### src/sv/direct_mapped_snoop_cache_controller_defines.svh
// assertion macros for the snoop cache controller
`ifndef DIRECT_MAPPED_SNOOP_CACHE_CONTROLLER_DEFINES_SVH
`define DIRECT_MAPPED_SNOOP_CACHE_CONTROLLER_DEFINES_SVH

`ifndef ASSERT_OFF
// same-cycle implication, idle during reset
`define DMSC_ASSERT_IMP(label, clk, rst_n, ante, cons, msg) \
  label: assert property (@(posedge clk) disable iff (!rst_n) (ante) |-> (cons)) \
    else $error(msg);
// next-cycle implication, idle during reset
`define DMSC_ASSERT_NXT(label, clk, rst_n, ante, cons, msg) \
  label: assert property (@(posedge clk) disable iff (!rst_n) (ante) |=> (cons)) \
    else $error(msg);
`else
`define DMSC_ASSERT_IMP(label, clk, rst_n, ante, cons, msg)
`define DMSC_ASSERT_NXT(label, clk, rst_n, ante, cons, msg)
`endif

`endif

### src/sv/dmsc_pkg.sv
package dmsc_pkg;

  localparam int DATA_W     = 32;
  localparam int CFG_REG_W  = 4;
  localparam int CFG_ADDR_W = 3;
  localparam int CFG_DATA_W = 32;

  localparam logic [CFG_REG_W-1:0] OFFSET_RESET = 4'd4;
  localparam logic [CFG_REG_W-1:0] INDEX_RESET  = 4'd10;

  // register select, taken from paddr bit 2
  localparam logic CFG_SEL_OFFSET = 1'b0;
  localparam logic CFG_SEL_INDEX  = 1'b1;

  typedef enum logic [1:0] {
    OP_READ  = 2'd0,
    OP_WRITE = 2'd1,
    OP_SNOOP = 2'd2,
    OP_INVAL = 2'd3
  } op_t;

  typedef enum logic [1:0] {
    ST_INVALID   = 2'd0,
    ST_SHARED    = 2'd1,
    ST_EXCLUSIVE = 2'd2,
    ST_MODIFIED  = 2'd3
  } mesi_t;

  typedef struct packed {
    logic              hit;
    logic              read_miss_req;
    logic              write_miss_req;
    logic              invalidate_req;
    logic [DATA_W-1:0] request_addr;
    logic              write_back_req;
    logic [DATA_W-1:0] write_back_addr;
  } rsp_t;

endpackage

### src/sv/dmsc_mesi_update.sv
module dmsc_mesi_update import dmsc_pkg::*; #(
  parameter int AW   = 32,
  parameter int IDXW = 10
) (
  input  op_t                  op,
  input  logic [DATA_W-1:0]    addr_m,
  input  logic [AW-1:0]        tag,
  input  logic [IDXW-1:0]      idx,
  input  logic [CFG_REG_W-1:0] idx_w,
  input  logic [CFG_REG_W-1:0] offset_bits,
  input  logic [AW+1:0]        line_in,
  output logic [AW+1:0]        line_out,
  output rsp_t                 rsp
);

  localparam logic [DATA_W-1:0] AMASK = DATA_W'((64'h1 << AW) - 64'h1);

  logic [AW-1:0]     old_tag;
  mesi_t             st;
  logic              match;
  logic [AW-1:0]     new_tag;
  mesi_t             new_st;
  logic [DATA_W-1:0] victim;
  logic [DATA_W-1:0] wba;
  logic              hit, rm, wm, inv, wb;

  always_comb begin
    old_tag = line_in[AW+1:2];
    st      = mesi_t'(line_in[1:0]);
    match   = (st != ST_INVALID) && (old_tag == tag);
    victim  = (((DATA_W'(old_tag) << idx_w) | DATA_W'(idx)) << offset_bits) & AMASK;
    new_tag = old_tag;
    new_st  = st;
    hit     = 1'b0;
    rm      = 1'b0;
    wm      = 1'b0;
    inv     = 1'b0;
    wb      = 1'b0;
    wba     = '0;
    unique case (op)
      OP_READ: begin
        if (match) begin
          hit = 1'b1;
        end else begin
          if (st == ST_MODIFIED) begin
            wb  = 1'b1;
            wba = victim;
          end
          rm      = 1'b1;
          new_tag = tag;
          new_st  = ST_SHARED;
        end
      end
      OP_WRITE: begin
        if (match) begin
          hit = 1'b1;
          inv = (st == ST_SHARED);
        end else begin
          if (st == ST_MODIFIED) begin
            wb  = 1'b1;
            wba = victim;
          end
          wm      = 1'b1;
          inv     = 1'b1;
          new_tag = tag;
        end
        new_st = ST_MODIFIED;
      end
      OP_SNOOP: begin
        // a shared copy stays put and reports no hit
        if (match && (st == ST_MODIFIED || st == ST_EXCLUSIVE)) begin
          hit    = 1'b1;
          new_st = ST_SHARED;
          if (st == ST_MODIFIED) begin
            wb  = 1'b1;
            wba = addr_m;
          end
        end
      end
      OP_INVAL: begin
        if (match) begin
          hit    = 1'b1;
          new_st = ST_INVALID;
          if (st == ST_MODIFIED) begin
            wb  = 1'b1;
            wba = addr_m;
          end
        end
      end
      default: begin
      end
    endcase
    line_out            = {new_tag, new_st};
    rsp.hit             = hit;
    rsp.read_miss_req   = rm;
    rsp.write_miss_req  = wm;
    rsp.invalidate_req  = inv;
    rsp.request_addr    = (rm || wm || inv) ? addr_m : '0;
    rsp.write_back_req  = wb;
    rsp.write_back_addr = wba;
  end

endmodule

### config.mk
export PLATFORM = sky130hd
export DESIGN_NAME = dmsc_mesi_update
export DESIGN_NICKNAME = d
export VERILOG_FILES = /design/src/sv/direct_mapped_snoop_cache_controller_defines.svh /design/src/sv/dmsc_pkg.sv /design/src/sv/dmsc_mesi_update.sv
export SDC_FILE = /design/constraint.sdc
export NUM_CORES = 1
export LEC_CHECK = 0
export ABC_CLOCK_PERIOD_IN_PS = 2600
export BUFFER_PORTS_ARGS = -buffer_cell sky130_fd_sc_hd__buf_2
export CAP_MARGIN = 25
export CORE_MARGIN = 2
export CORE_UTILIZATION = 44
export DETAILED_ROUTE_END_ITERATION = 12
export GPL_TIMING_DRIVEN = 0
export PLACE_DENSITY = 0.9
export SYNTH_ARGS = -nofsm -noshare
export SYNTH_HDL_FRONTEND = slang
export SYNTH_SLANG_ARGS = --single-unit
### constraint.sdc
create_clock -name vclk -period 2.6
set_input_delay 0.26 -clock vclk [all_inputs]
set_output_delay 0.26 -clock vclk [all_outputs]
set_load 0.005 [all_outputs]
Word-level counts from Yosys, hierarchy flattened
Cells that the tools add are included.
Cells by class
  equality and inequality tests: 7
  shift operators: 2
  mux-type cells: 26
  bitwise gates (word level): 1
  reduce and logical (&&, ||, !) cells: 9
Operator list (number)
  $mux W32: 8
  $pmux W32 S3: 1
  $shl A32 B4 Y32: 2
  $eq A32 B32 Y1: 1
  $or A32 B10 Y32: 1
  $mux W1: 11
  $eq A2 B2 Y1 const B: 4
  $pmux W2 S4: 1
  $mux W2: 3
  $eq A2 B1 Y1 const B: 2
  $logic_or A1 B1 Y1: 3
  $pmux W1 S3: 1
  $reduce_or A3 Y1: 1
  $logic_and A1 B1 Y1: 2
  $logic_not A2 Y1: 1
  $pmux W1 S2: 1
  $reduce_bool A2 Y1: 1
  $reduce_or A2 Y1: 1
Word-level totals
  register bits: 0
  input port bits: 118

Depth between registers and ports, before layout
Gate-level depths: netlist (run 1).
  depth after elaboration: 7
  gate-level depth with buffers: 10
  depth with buffers taken out: 7

Worst setup path after synthesis (run 1)
Ideal clock, no wire load.
  path type: input -> output
  start point: input idx_w[0]
  end point: output rsp[28] (netlist name)
  arrival: 2.497 ns
  slack: -0.157 ns
  cell stages on the path: 9
  path buffers: 3
  cell sequence: buf_6 > buf_6 > buf_4 > mux4_2 > mux2_2 > mux4_2 > mux2_2 > a22oi_1 > nand3_1
RTL lines
  start, declared: line dmsc_mesi_update.sv:9  | input logic [CFG_REG_W-1:0] idx_w,
  end, declared: line dmsc_mesi_update.sv:13  | output rsp_t rsp

==> metrics, run 1 <==
final hold violation count 0; Max Cap Viol 0; via/cell ratio roughly 7; io pins 221; antenna-violating nets left 0; fin crit period 3.14 ns; worst hold path type primary input to output pin; synth top area cells mux2_2 (15%), mux4_2 (15%), mux4_1 (8.3%), xnor2_1 (6.6%), mux2i_1 (6.4%); RSZ-0062 raised after global routing true; Worst Hold Launch addr_m[5]; Worst Hold End rsp[5]; initial antenna violation count 2; first-pass GRT wire length 29,100 um; Largest stage delay, worst path 0.53 ns; gr usage total approximately 33%; syn nets 661; Slew Viols, Final 0; Peak supply drop roughly 0.00014 V; dpl hpwl 15,300 um; number of sequential cells 0; Arr. time, crit path 2.88 ns; final setup fails 91; crit-path cells buf_12 > buf_12 > buf_12 > buf_6 > mux4_2 > mux4_2 > mux2_4 > mux4_2 > nand2_1 > o211ai_1 > buf_2; Tcrit/Tclk final 121%; final net count 929; CP required ~2.3 ns; WL met3 2300 um; met2 WL 11,200 um; die area 10,800 um2; Placed Area 5690 um2; Die Wd 104 um; Die H 104 um; setup ws final -0.544 ns; Clock Buffer Count 0; number of instances in the placed design 895; cell row count 36; Finished Core Util between 70% and 80%; total global routing overflow 0; pin count of the biggest net entering global routing 11; Port Buf Inserts between 200 and 250; 1st-iter DRT viols 825; drt drc 0; post-synthesis cell type count 61; met1 wire length 7790 um; drt pass-1 iters 6; Crit-path slowest cell mux4_2; Cell Count, Final, Fillers Out approximately 940; failing checks setup timing; actual slew at the worst max-slew pin slightly above 0.9 ns; final instance area 7100 um2; startpoint types primary input; hold path cells 4; worst slack at placement -1.24 ns; share of layout cells above drive strength 1 ~63%; via count 6,419; Syn Area/Cell 8.12 um2; Seq/Total Area, Yosys 0%; P per Cell Area 226 nW/um2; vias in the first global route 5,591; Max Fclk roughly 320 MHz; crit-path max FO 6; Layout area overhead 61.0%; Crit Path Class primary input to output pin; Slew HR 39.5%; YS warnings 0; Core ar. between 9000 and 10,000 um2; Detailed Route WL between 20,000 and 25,000 um; Leakage 3.12 nW; Synth Cell Area ~4400 um2; Reg area 0 um2; uppermost layer routed met4; commonest non-fill, non-tap cell in the layout buf_2; initial core utilization a little under half; Routed wire per std cell 24.3 um; status finished with violations; cell count after synthesis 543; post-synth top area share 14.8%; most frequent cells in the layout buf_2 (209), nand2_1 (52), mux4_2 (43), mux2_2 (43), buf_4 (38); critical path endpoint category output pin; post-synth top area cell mux2_2; Final Wtd Congestion 0.993
==> cell families (layout without fill, tap and decap cells) <==
group                     after synthesis  in the layout  share of synthesized area [%]
AOI/OAI and AO/OA                     140            141                           23.0
xor gates and xnor gates               33             33                           6.55
buffers and inverters                  64            329                           6.81
muxes                                 129            129                           44.3
other                                   0              2                              0
and+or+nand+nor                       177            177                           19.3
==> stage by stage <==
| stage | power, mW | setup TNS [ns] | hold slack, ns |
|---|---|---|---|
| 2_1_floorplan | 0.728 | -0.657 | 0.591 |
| 3_5_place_dp | 1.15 | -97.57 | 0.812 |
| 5_1_grt | 1.66 | -24.87 | 0.828 |
| 4_1_cts | 1.27 | -7.49 | 0.816 |
| 6_report | 1.60 | -19.66 | 0.814 |
| 3_3_place_gp | 1.13 | -95.70 | 0.812 |
==> per-layer routing <==
metal  global-route usage, %  vias to the layer above
li1                        -                     2672
met1                    38.8                     3002
met2                    60.1                      613
met3                    2.76                      132
met4                    15.5                        0
met5                       0                        -
==> cell type report <==
| cell class | count | area [um2] |
|---|---|---|
| multi-input cells | 480 | 4880 |
| diodes | 2 | 5.00 |
| repair buffers | 267 | 1650 |
| plain buffers | 49 | 360 |
| well taps | 133 | 166 |
| inverters | 13 | 48.8 |
| fillers | 698 | 2670 |
==> how the worst max path moves through the flow <==
stage | endpoint | cells past startpoint | from | slack [ns]
final | rsp[15] | 11 | idx_w[0] | -0.54
after global routing | rsp[15] | 11 | idx_w[0] | -0.59
after CTS | rsp[22] | 11 | idx_w[0] | -0.43
after floorplan | rsp[14] | 9 | idx_w[0] | -0.13
after detailed placement | rsp[54] | 11 | line_in[30] | -1.24
after global placement | rsp[54] | 11 | line_in[30] | -1.21
==> synth_stat cells, types with 4 or more instances <==
master	count
a21oi_1	19
o22ai_1	19
mux2_2	58
a211oi_1	8
inv_1	10
a211o_1	5
nor3_1	17
buf_4	6
a221oi_1	4
nor2b_1	33
o211ai_1	8
nand2_1	53
buf_1	6
nor2_1	42
buf_2	5
nor4_1	5
mux4_2	29
a22oi_1	10
a22o_1	6
xnor2_1	33
mux4_1	14
nand4_1	9
mux2i_1	28
and2_1	4
o21ai_0	21
nand3_1	4
clkbuf_1	31
a221o_1	10
==> report_power, final <==
group          internal [mW]  switching [mW]   total (mW)
Sequential                 0               0            0
Combinational          0.764           0.839         1.60
Clock            0.000000103               0  0.000000103
==> critical path, delay by kind of cell <==
| kind | cells | cell delay (ns) |
|---|---|---|
| multiplexers | 4 | 1.90 |
| buffers and inverters | 5 | 0.54 |
| AO/OA/AOI/OAI | 1 | 0.09 |
| AND/OR/NAND/NOR | 1 | 0.08 |
==> timing repair <==
action | 4_1_cts | 5_1_grt
setup buffers | 10 | 32
resized for setup | 110 | 173
cloned | 0 | 8
setup endpoints to repair | 102 | 92
hold buffers | 0 | 0
pin swaps | 16 | 44
(Power assumes the default switching activity.)
==> run 2: changes to the inputs <==
- CORE_ASPECT_RATIO: unset -> 1.1
==> metrics, run 2 (synthesis results as in run 1) <==
Layout area overhead 45.7%; via/cell ratio 6.58 (-3.3%); most used routing layer met2; total global routing overflow 0 (unchanged); pin count of the biggest net entering global routing 11 (unchanged); commonest non-fill, non-tap cell in the layout buf_2; Post-CTS Hold Buffers 0 (unchanged); grt met2 use 65.2% (+5.1 points); Final Wtd Congestion 0.961 (-3.2%); dpl hpwl 15,800 um (+3.3%); Slew HR 44.2% (+4.7 points); Port Buf Inserts 218 (unchanged); Tot Pwr 1.41 mW (-12%); Largest stage delay, worst path 0.54 ns (about the same); Slew Viols, Final 0 (unchanged); 1st-iter DRT viols 571 (-31%); worst hold path type primary input to output pin; Reg area 0 um2 (unchanged); crit-path max FO 5 (-1); hold path cells 4 (unchanged); antenna-violating nets left 0 (unchanged); CP Launch Point idx_w[0]; Die Wd 99.5 um (-4.5%); drt pass-1 iters 7 (+1); Die H 109 um (+4.7%); CP required 2.34 ns (about the same); setup ws final -0.490 ns (+0.0541 ns); Core ar. 9790 um2 (+0.20%); Leakage 2.83 nW (-9.2%); number of instances in the placed design 882 (-1.5%); share of layout cells above drive strength 1 58.0% (-4.7 points); initial antenna violation count 1 (-1); cell depth of the worst setup path 11 (unchanged); crit-path cells buf_12 > buf_12 > mux4_2 > mux4_2 > a221oi_4 > a22oi_2 > a222oi_1 > buf_4 > nor2_2 > a221o_1 > buf_2; P per Cell Area 219 nW/um2 (-3.0%); startpoint types primary input; Tcrit/Tclk final 119% (-2.1 points); gr usage total 33.7% (+0.76 points); critical path endpoint category output pin; Crit-path slowest cell mux4_2; final setup fails 92 (+1.1%); fin crit period 3.09 ns (-0.0541 ns); number of sequential cells 0 (unchanged); final hold violation count 0 (unchanged); Clock Buffer Count 0 (unchanged); drt drc 0 (unchanged); cell row count 38 (+5.6%); status finished with violations; GR met3 Demand/Resource 3.97% (+1.2 points); Peak supply drop 0.000137 V (-4.4%); Max Cap Viol 0 (unchanged); multi-input logic area 4570 um2 (-6.2%); Arr. time, crit path 2.83 ns (-0.05 ns); Worst Hold Launch addr_m[1]; Detailed Route WL 20,000 um (-13%); Routed wire per std cell 22.1 um (-8.8%); failing checks setup timing; Cell Count, Final, Fillers Out 903 (-4.3%); Max Fclk 324 MHz (+1.8%); RSZ-0062 raised after global routing true; via count 5,939 (-7.5%); die area 10,800 um2 (about the same); top cell family by delay on the critical path multiplexers; io pins 221 (unchanged); vias in the first global route 5,566 (-0.45%); final net count 901 (-3.0%); Buf/Inv on CP 4 (-1); first-pass GRT wire length 29,000 um (-0.38%); initial core utilization 45.0% (-0.092 points); Crit Path Class primary input to output pin; met1 Track Usage GR 37.4% (-1.4 points); most frequent cells in the layout buf_2 (223), nand2_1 (50), mux2_2 (49); Layout fillers 817 (+17%); actual slew at the worst max-slew pin 0.834 ns (-0.0732 ns)
## run 2: final cells by class
type / count / share of cell area, %
inverter: 13 / 0.759
antenna: 2 / 0.0779
multi-input combinational: 479 / 71.2
timing repair buffer: 240 / 20.2
buffer: 49 / 5.45
tap: 120 / 2.34
## run 2: what timing repair did
item	4_1_cts	5_1_grt
gates cloned	1	1
setup endpoints to repair	102	92
endpoints found under the hold margin	0	0
gates resized for setup	122	54
pin swaps	23	14
setup buffers	10	10
## run 2: per-stage QoR
| stage | hold slack [ns] | TNS, ns | cell area, um2 | setup WS (ns) | utilization, % |
|---|---|---|---|---|---|
| after global placement | 0.811 | -92.48 | 5670 | -1.22 | 57.8 |
| final | 0.810 | -14.17 | 6430 | -0.490 | 65.6 |
| after CTS | 0.819 | -7.27 | 6140 | -0.417 | 62.7 |
| after global routing | 0.838 | -15.86 | 6420 | -0.640 | 65.6 |
| after detailed placement | 0.819 | -100.55 | 5670 | -1.32 | 57.9 |
| after floorplan | 0.591 | -0.657 | 4420 | -0.127 | - |
## run 2: worst paths after layout
kind | endpoint | slack, ns
max | rsp[22] | -0.49
min | rsp[1] | 0.81
## run 2: power by group
part           switching [mW]  leakage (nW)  internal, mW
registers                   0             0             0
logic                   0.741          2.83         0.665
clock network               0     0.0000127   0.000000103
## run 2: routing by layer
metal / up-vias / routed length [um]
met5: - / 0
met4: 0 / 864
met3: 86 / 1840
met2: 481 / 10400
met1: 2755 / 6910
li1: 2617 / -
