File: config.mk
export PLATFORM = sky130hd
export DESIGN_NAME = dmsc_addr_split
export DESIGN_NICKNAME = d
export VERILOG_FILES = /design/src/sv/direct_mapped_snoop_cache_controller_defines.svh /design/src/sv/dmsc_pkg.sv /design/src/sv/dmsc_addr_split.sv
export SDC_FILE = /design/constraint.sdc
export NUM_CORES = 1
export LEC_CHECK = 0
export BUFFER_PORTS_ARGS = -buffer_cell sky130_fd_sc_hd__buf_4
export CELL_PAD_IN_SITES_DETAIL_PLACEMENT = 0
export CELL_PAD_IN_SITES_GLOBAL_PLACEMENT = 1
export CORE_MARGIN = 1
export CORE_UTILIZATION = 35
export DETAILED_ROUTE_END_ITERATION = 10
export GPL_ROUTABILITY_DRIVEN = 1
export PLACE_DENSITY = 0.79
export SLEW_MARGIN = 15
export SYNTH_ARGS = -nofsm -noshare
export SYNTH_HDL_FRONTEND = slang
export SYNTH_SLANG_ARGS = --single-unit
export TNS_END_PERCENT = 100
File: constraint.sdc
create_clock -name vclk -period 2.6
set_clock_uncertainty 0.15 [all_clocks]
set_input_delay 0.39 -clock vclk [all_inputs]
set_output_delay 0.39 -clock vclk [all_outputs]
set_load 0.02 [all_outputs]
File: src/sv/direct_mapped_snoop_cache_controller_defines.svh
// assertion macros for the snoop cache controller
`ifndef DIRECT_MAPPED_SNOOP_CACHE_CONTROLLER_DEFINES_SVH
`define DIRECT_MAPPED_SNOOP_CACHE_CONTROLLER_DEFINES_SVH

`ifndef ASSERT_OFF
// same-cycle implication, idle during reset
`define DMSC_ASSERT_IMP(label, clk, rst_n, ante, cons, msg) \
  label: assert property (@(posedge clk) disable iff (!rst_n) (ante) |-> (cons)) \
    else $error(msg);
// next-cycle implication, idle during reset
`define DMSC_ASSERT_NXT(label, clk, rst_n, ante, cons, msg) \
  label: assert property (@(posedge clk) disable iff (!rst_n) (ante) |=> (cons)) \
    else $error(msg);
`else
`define DMSC_ASSERT_IMP(label, clk, rst_n, ante, cons, msg)
`define DMSC_ASSERT_NXT(label, clk, rst_n, ante, cons, msg)
`endif

`endif

File: src/sv/dmsc_pkg.sv
package dmsc_pkg;

  localparam int DATA_W     = 32;
  localparam int CFG_REG_W  = 4;
  localparam int CFG_ADDR_W = 3;
  localparam int CFG_DATA_W = 32;

  localparam logic [CFG_REG_W-1:0] OFFSET_RESET = 4'd4;
  localparam logic [CFG_REG_W-1:0] INDEX_RESET  = 4'd10;

  // register select, taken from paddr bit 2
  localparam logic CFG_SEL_OFFSET = 1'b0;
  localparam logic CFG_SEL_INDEX  = 1'b1;

  typedef enum logic [1:0] {
    OP_READ  = 2'd0,
    OP_WRITE = 2'd1,
    OP_SNOOP = 2'd2,
    OP_INVAL = 2'd3
  } op_t;

  typedef enum logic [1:0] {
    ST_INVALID   = 2'd0,
    ST_SHARED    = 2'd1,
    ST_EXCLUSIVE = 2'd2,
    ST_MODIFIED  = 2'd3
  } mesi_t;

  typedef struct packed {
    logic              hit;
    logic              read_miss_req;
    logic              write_miss_req;
    logic              invalidate_req;
    logic [DATA_W-1:0] request_addr;
    logic              write_back_req;
    logic [DATA_W-1:0] write_back_addr;
  } rsp_t;

endpackage

File: src/sv/dmsc_addr_split.sv
module dmsc_addr_split import dmsc_pkg::*; #(
  parameter int AW      = 32,
  parameter int IDXW    = 10,
  parameter int IDX_CAP = 10
) (
  input  logic [DATA_W-1:0]    addr,
  input  logic [CFG_REG_W-1:0] offset_bits,
  input  logic [CFG_REG_W-1:0] index_bits,
  output logic [DATA_W-1:0]    addr_m,
  output logic [CFG_REG_W-1:0] idx_w,
  output logic [IDXW-1:0]      idx,
  output logic [AW-1:0]        tag
);

  localparam logic [DATA_W-1:0] AMASK = DATA_W'((64'h1 << AW) - 64'h1);
  localparam int CAPC = (IDX_CAP > 15) ? 15 : IDX_CAP;

  logic [DATA_W-1:0] ti;
  logic [DATA_W-1:0] idx_full;
  logic [DATA_W-1:0] tag_full;

  always_comb begin
    addr_m   = addr & AMASK;
    // index width saturates at what the line store can hold
    idx_w    = (index_bits < CFG_REG_W'(CAPC)) ? index_bits : CFG_REG_W'(CAPC);
    ti       = addr_m >> offset_bits;
    idx_full = ti & ~({DATA_W{1'b1}} << idx_w);
    tag_full = ti >> idx_w;
    idx      = idx_full[IDXW-1:0];
    tag      = tag_full[AW-1:0];
  end

endmodule

**Word-level counts from Yosys, hierarchy flattened**

Cells that the tools add are included.

- Magnitude comparators: 1
- Shift-type cells: 3
- Multiplexer cells: 1
- Bitwise logic cells: 2

Operator list:

| cell | count |
|---|---|
| right shift 32 x 4 -> 32 bit | 2 |
| << shifter 32 x 4 -> 10 bit, first input constant | 1 |
| AND 10 bit | 1 |
| inverter 10 bit | 1 |
| < comparator 4 bit, second input constant | 1 |
| two-way mux 4 bit | 1 |

- Flip-flop bits (word level): 0
- Input port bits: 40
- Output and inout port bits: 78
- Word-level logic and storage cells: 7

**Longest topological paths before layout**

Gate-level depths: netlist (run 1).

- Word-level depth: 5
- Mapped depth: 10
- Depth with buffers taken out: 8

**Least setup slack after synthesis (run 1)**

OpenSTA, ideal clock, no wires.

- Path kind: input-to-output
- Start: in offset_bits[0]
- End: out tag[13]
- Arrival: 2371 ps
- Required time: 2060 ps
- Slack: -311 ps
- Cell stages on the path: 9
- Path buffers: 2
- Cells stage by stage: buf_6 -> buf_12 -> mux4_2 -> mux2i_4 -> o2bb2a_1 -> o21ai_1 -> mux2i_1 -> and2_1 -> a211oi_1

- Cells in the longest elaborated chain, start to end: 2

Ends and longest elaborated chain:

| what | line | source |
|---|---|---|
| start: declaration | dmsc_addr_split.sv:7 | `input logic [CFG_REG_W-1:0] offset_bits,` |
| right shift 32 x 4 -> 32 bit | dmsc_addr_split.sv:26 | `ti = addr_m >> offset_bits;` |
| right shift 32 x 4 -> 32 bit | dmsc_addr_split.sv:28 | `tag_full = ti >> idx_w;` |
| end: declaration | dmsc_addr_split.sv:12 | `output logic [AW-1:0] tag` |

No other way between the ends.

**Worst setup path in the final report (run 1)**

- Start: in offset_bits[0]
- End: out tag[10]

Same word-level chain as after synthesis.

==> results of run 1 <==
worst max-delay path by stage:
stage                              start  slack, ns      end  depth (start not counted)
after CTS                 offset_bits[0]      -0.32   tag[2]                         10
after global routing      offset_bits[0]      -0.47  tag[10]                         11
after global placement    offset_bits[0]      -0.62  tag[10]                         11
final                     offset_bits[0]      -0.38  tag[10]                         11
after detailed placement  offset_bits[0]      -0.66  tag[10]                         11
after floorplan           offset_bits[0]      -0.26  tag[17]                         10
layer usage:
metal / up-vias / global-route usage / share of wire
met2: 151 / 0.495 / 0.53
met1: 2128 / 0.344 / 0.40
met5: - / 0 / 0
met3: 24 / 0.0117 / 0.047
met4: 0 / 0.0747 / 0.023
li1: 2067 / - / -
cell type report:
| class | instances | area, sq um |
|---|---|---|
| Multi-Input combinational cell | 353 | 3670 |
| Tap cell | 129 | 161 |
| Inverter | 8 | 30.0 |
| Fill cell | 768 | 3220 |
| Timing Repair Buffer | 267 | 2330 |
report_power, final:
part | leakage [nW] | switching [W] | internal [W] | total, W
Clock | 0 | 0 | 0 | 0
Sequential | 0 | 0 | 0 | 0
Combinational | 2.62 | 0.000899 | 0.000931 | 0.00183
critical path, stage by stage:
cell	delay [ns]
buf_16	0.11
buf_12	0.10
mux4_2	0.53
mux2i_1	0.20
buf_4	0.19
a22oi_1	0.10
nand2_2	0.14
mux2i_1	0.09
and2_1	0.17
a221o_1	0.27
buf_6	0.14
cells by family (layout without fill, tap and decap cells):
family,Yosys count,in the layout
AO/OA/AOI/OAI,131,131
buffers and inverters,82,275
AND/OR/NAND/NOR,126,126
multiplexers,96,96
repair_timing:
item                       in CTS  in global routing
pin swaps                      41                 34
hold buffers                    0                  0
gates cloned                    3                  1
buffers inserted               20                  4
resized for setup              90                 68
setup endpoints to repair      40                 32
cell usage after synthesis, types with 2 or more instances:
| cell | instances |
|---|---|
| or2_2 | 3 |
| nand2_1 | 38 |
| nor3_1 | 8 |
| nor2b_1 | 2 |
| mux2i_1 | 39 |
| nand3_1 | 7 |
| o221ai_1 | 2 |
| nand2b_1 | 5 |
| nor2_1 | 39 |
| a22o_1 | 4 |
| nor4_1 | 2 |
| o21ai_2 | 2 |
| o211ai_1 | 13 |
| o32a_1 | 2 |
| a211oi_1 | 10 |
| buf_4 | 34 |
| mux2i_2 | 5 |
| or3_1 | 6 |
| inv_1 | 4 |
| a21o_1 | 3 |
| mux2_4 | 3 |
| buf_6 | 3 |
| buf_2 | 11 |
| mux2i_4 | 2 |
| o2bb2ai_1 | 6 |
| mux4_2 | 33 |
| a2bb2oi_1 | 2 |
| buf_1 | 3 |
| clkinv_1 | 3 |
| o21ai_1 | 10 |
| o22ai_1 | 6 |
| nand3b_1 | 2 |
| mux2_2 | 14 |
| and2_1 | 7 |
| o21ai_0 | 10 |
| a31oi_1 | 3 |
| a221o_1 | 3 |
| clkbuf_1 | 22 |
| a21oi_1 | 19 |
| o21a_1 | 6 |
| a22oi_1 | 14 |
| a221oi_1 | 3 |
| nor3b_1 | 2 |
stage by stage:
step	total power (W)	std cells	setup TNS [ns]	instance area (sq um)	hold WS [ns]
global route	0.00194	757	-10.18	6190	0.849
global placement	0.00147	730	-15.39	5210	0.837
floorplan	0.000899	435	-2.53	3650	0.743
finish	0.00183	757	-7.83	6190	0.838
detailed placement	0.00149	730	-17.33	5210	0.840
CTS	0.00167	752	-7.17	5800	0.840
placed cells by master, fill, tap and decap left out, drive strengths merged, types with 5 or more instances in the layout:
cell type,Yosys,routed
a211oi,11,11
nand2b,5,5
nand2,39,39
inv,5,5
nor2,39,39
nand3,7,7
mux4,33,33
o211ai,13,13
o2bb2ai,6,6
nor3,8,8
o21a,6,6
o21ai,22,22
or3,6,6
a21oi,20,20
mux2,17,17
a22oi,14,14
and2,7,7
o22ai,6,6
buf,52,266
mux2i,46,46
==> results by group, run 1 <==
Floorplan
  • Rows: 35
  • Core box area: 9420 sq um
  • Die height: 101 um
  • Die X: 101 um
  • I/O Pins: 118
  • Initial Util: 0.368
  • DIE AREA: 10300 sq um

Timing
  • Setup violators final: 30
  • RSZ-0062 raised after global routing: yes
  • Final hold vios: 0
  • Fin worst setup slack: -0.377 ns
  • Max_slew headroom: 0.595
  • Fin crit share: 1.14
  • Worst Tran Pin Value: 0.606 ns
  • Fin crit period: 2.98 ns
  • F_max: 0.336 GHz
  • Pins Over Slew Limit: 0

Min path
  • HP Class: input pin to output port
  • Hold path startpoint: addr[0]
  • Hold EP: addr_m[0]
  • Hold Path Stages: 2

Route
  • Vias: 4370
  • Starting DRC count in detailed routing: 217
  • WL per Instance: 18.9 um
  • DRT Pass-1 Iters: 5
  • ANT nets after route: 0
  • Post-DR vias/cell: 5.77
  • Drt drc: 0
  • Final wirelength: 14.3 mm

Placement
  • Setup Slack @ Placement: -0.662 ns
  • Post-DP HPWL: 10.4 mm
  • Port Buffer Count: 118
  • Gpl congestion: 0.900

Synthesis
  • Synth Cell Area: 3460 sq um
  • Synth unique cells: 63
  • Synth Area in Compound Gates: 0.272
  • Synth area leaders: mux4_2 (21%), mux2i_1 (11%), buf_4 (7.4%), mux2_2 (4.6%), nor2_1 (4.2%)
  • Syn avg cell area: 7.96 sq um
  • Seq/Total Area, Yosys: 0
  • Leading area contributor after synthesis: mux4_2
  • Post-synthesis adder-cell area fraction: 0
  • Post-synth top area share: 0.215
  • Syn nets: 475
  • Post-synthesis simple-gate area fraction: 0.169
  • Post-Synth XOR/XNOR Area: 0
  • Post-synthesis mux area share: 0.419
  • Warnings, synthesis: 0
  • Largest family of logic cells by synthesized area: multiplexers
  • Post-Syn Instances: 435

Power
  • Leak: 2.62 nW
  • PD cells: 295 nW/um^2
  • Maximum VDD drop: 118 uV

Worst setup path
  • CP startpoint kind: input pin
  • WP data required: 2.06 ns
  • CP endpoint kind: output port
  • CP Class: input pin to output port
  • Crit path max fanout: 5
  • Critical Path AT: 2.44 ns

GRT
  • Antenna violations before repair: 0
  • Total gr overflow: 0
  • GRT Util Overall: 0.270
  • Global-route wire length before repair: 22.2 mm
  • Vias in the first global route: 4359
  • Largest net degree at the start of global routing: 32

Cells and area
  • Register area: 0 sq um
  • Final core occ: 0.658
  • Ant diodes: 0
  • Clkbuf count: 0
  • Proportion of layout cells with a drive suffix above 1: 0.691
  • Synth-to-Final Area Change: 78.8%
  • # nets final: 670
  • Number of sequential cells: 0

Run
  • Max-cap violations: 0

Outcome
  • Status: complete, but fails checks
  • Failing checks: setup timing
No activity file was read; power rests on OpenSTA's default activity.
==> inputs of run 2 (changes only) <==
--- a/config.mk
+++ b/config.mk
@@ -12,7 +12,7 @@
 export CORE_UTILIZATION = 35
 export DETAILED_ROUTE_END_ITERATION = 10
 export GPL_ROUTABILITY_DRIVEN = 1
-export PLACE_DENSITY = 0.79
+export PLACE_DENSITY = 0.76
 export SLEW_MARGIN = 15
 export SYNTH_ARGS = -nofsm -noshare
 export SYNTH_HDL_FRONTEND = slang
==> constraint.sdc (replaced) <==
create_clock -name vclk -period 3.42
set_clock_uncertainty 0.15 [all_clocks]
set_input_delay 0.513 -clock vclk [all_inputs]
set_output_delay 0.513 -clock vclk [all_outputs]
set_load 0.02 [all_outputs]
==> results by group, run 2 (synthesis results as in run 1) <==
Outcome
  • Status: finished, final reports clean

Clock tree
  • Setup bufs post-CTS: 0 (-100%)

Timing
  • Worst Tran Pin Value: 0.613 ns (+0.00693 ns)
  • Final hold vios: 0 (unchanged)
  • Fin crit share: 0.967
  • Max_slew headroom: 0.592 (-0.00313)
  • Pins Over Slew Limit: 0 (unchanged)
  • RSZ-0062 raised after global routing: yes
  • Hold WS: 1.09 ns (+0.255 ns)
  • Setup TNS: 0 ns (+7.83 ns)
  • Setup violators final: 0 (-100%)
  • Fin crit period: 3.31 ns
  • F_max: 0.302 GHz

Cells and area
  • Register area: 0 sq um (unchanged)
  • Layout filler cell count: 923 (+20%)
  • Most frequent cells in the layout: buf_4 (180), nor2_1 (39), mux2i_1 (39)
  • Clkbuf count: 0 (unchanged)
  • Commonest non-fill, non-tap cell in the layout: buf_4
  • Number of sequential cells: 0 (unchanged)
  • Footprint of the multi-input gates: 2990 sq um (-19%)
  • # nets final: 588 (-12%)
  • Synth-to-Final Area Change: 33.4%
  • Ant diodes: 0 (unchanged)
  • Final core occ: 0.491 (-0.167)
  • Proportion of layout cells with a drive suffix above 1: 0.471 (-0.220)

Route
  • WL per Instance: 17.9 um (-5.4%)
  • Post-DR vias/cell: 5.74 (-0.53%)
  • DRT Pass-1 Iters: 5 (unchanged)
  • Vias: 3876 (-11%)
  • Starting DRC count in detailed routing: 230 (+6.0%)
  • Drt drc: 0 (unchanged)
  • Final wirelength: 12.1 mm (-16%)
  • ANT nets after route: 0 (unchanged)

GRT
  • Total gr overflow: 0 (unchanged)
  • Global-route wire length before repair: 19.7 mm (-11%)
  • GRT Util Overall: 0.236 (-0.0339)
  • Antenna violations before repair: 0 (unchanged)
  • Largest net degree at the start of global routing: 32 (unchanged)
  • Vias in the first global route: 3921 (-10%)

Worst setup path
  • Crit path max fanout: 20 (+15)
  • CP startpoint kind: input pin
  • Stages on the worst setup path: 10 (-1)
  • Crit path buf inv count: 3 (-1)
  • CP Class: input pin to output port
  • Critical path's largest stage delay: 0.51 ns (-0.02 ns)
  • CP max stage cell: mux4_2
  • CP top delay family: multiplexers
  • WP data required: 2.76 ns (+0.70 ns)
  • Crit path cell chain: buf_16, buf_6, mux4_2, mux2_2, o2bb2ai_1, nor2_1, o21ai_1, nor3b_1, a221o_1, buf_4
  • Critical Path AT: 2.64 ns (+0.20 ns)
  • CP endpoint kind: output port

Min path
  • HP Class: input pin to output port
  • Hold Path Stages: 2 (unchanged)

Placement
  • Gpl congestion: 0.913 (+1.5%)
  • Post-DP HPWL: 9.65 mm (-7.5%)
  • Port Buffer Count: 118 (unchanged)

Power
  • Total Power: 0.00102 W (-44%)
  • PD cells: 222 nW/um^2 (-25%)
  • Leak: 2.00 nW (-24%)
  • Maximum VDD drop: 58.2 uV (-51%)

Floorplan
  • Core box area: 9420 sq um (unchanged)
  • Die height: 101 um (unchanged)
  • I/O Pins: 118 (unchanged)
  • Rows: 35 (unchanged)
  • Die X: 101 um (unchanged)
  • DIE AREA: 10300 sq um (unchanged)
  • Initial Util: 0.368 (unchanged)

Run
  • Max-cap violations: 0 (unchanged)
-- run 2: per-stage QoR --
step                      setup slack, ns  instance area [sq um]  cells
final                               0.113                   4620    675
after global routing             -0.00477                   4620    675
after CTS                          0.0289                   4590    675
after detailed placement           -0.113                   4580    675
after global placement            -0.0468                   4580    675
after floorplan                     0.263                   3460    435
-- run 2: worst paths after layout --
kind	from	endpoint	slack, ns
hold / removal	addr[0]	addr_m[0]	1.09
setup / recovery	offset_bits[0]	tag[2]	0.11
-- run 2: layer usage --
layer / vias to the layer above / wire length, um / share of wire / GRT usage
met3: 17 / 416 / 0.034 / 0.0104
met5: - / 0 / 0 / 0
met2: 104 / 6250 / 0.52 / 0.432
met1: 1869 / 5230 / 0.43 / 0.307
li1: 1886 / - / - / -
met4: 0 / 178 / 0.015 / 0.0479
-- run 2: report_power, final --
group          leakage [nW]  total, W  switching (W)  internal, W
clock                     0         0              0            0
sequential                0         0              0            0
combinational          2.00   0.00102       0.000540     0.000484
total                  2.00   0.00102       0.000540     0.000484
-- run 2: layout make-up --
type | count | area share
Multi-Input combinational cell | 353 | 0.647
Tap cell | 129 | 0.0349
Inverter | 8 | 0.00650
Timing Repair Buffer | 185 | 0.312
-- run 2: repair_timing --
action / CTS / global route
hold buffers: 0 / 0
gates resized for setup: 3 / 6
setup endpoints to repair: 17 / 15
pin swaps: 0 / 1
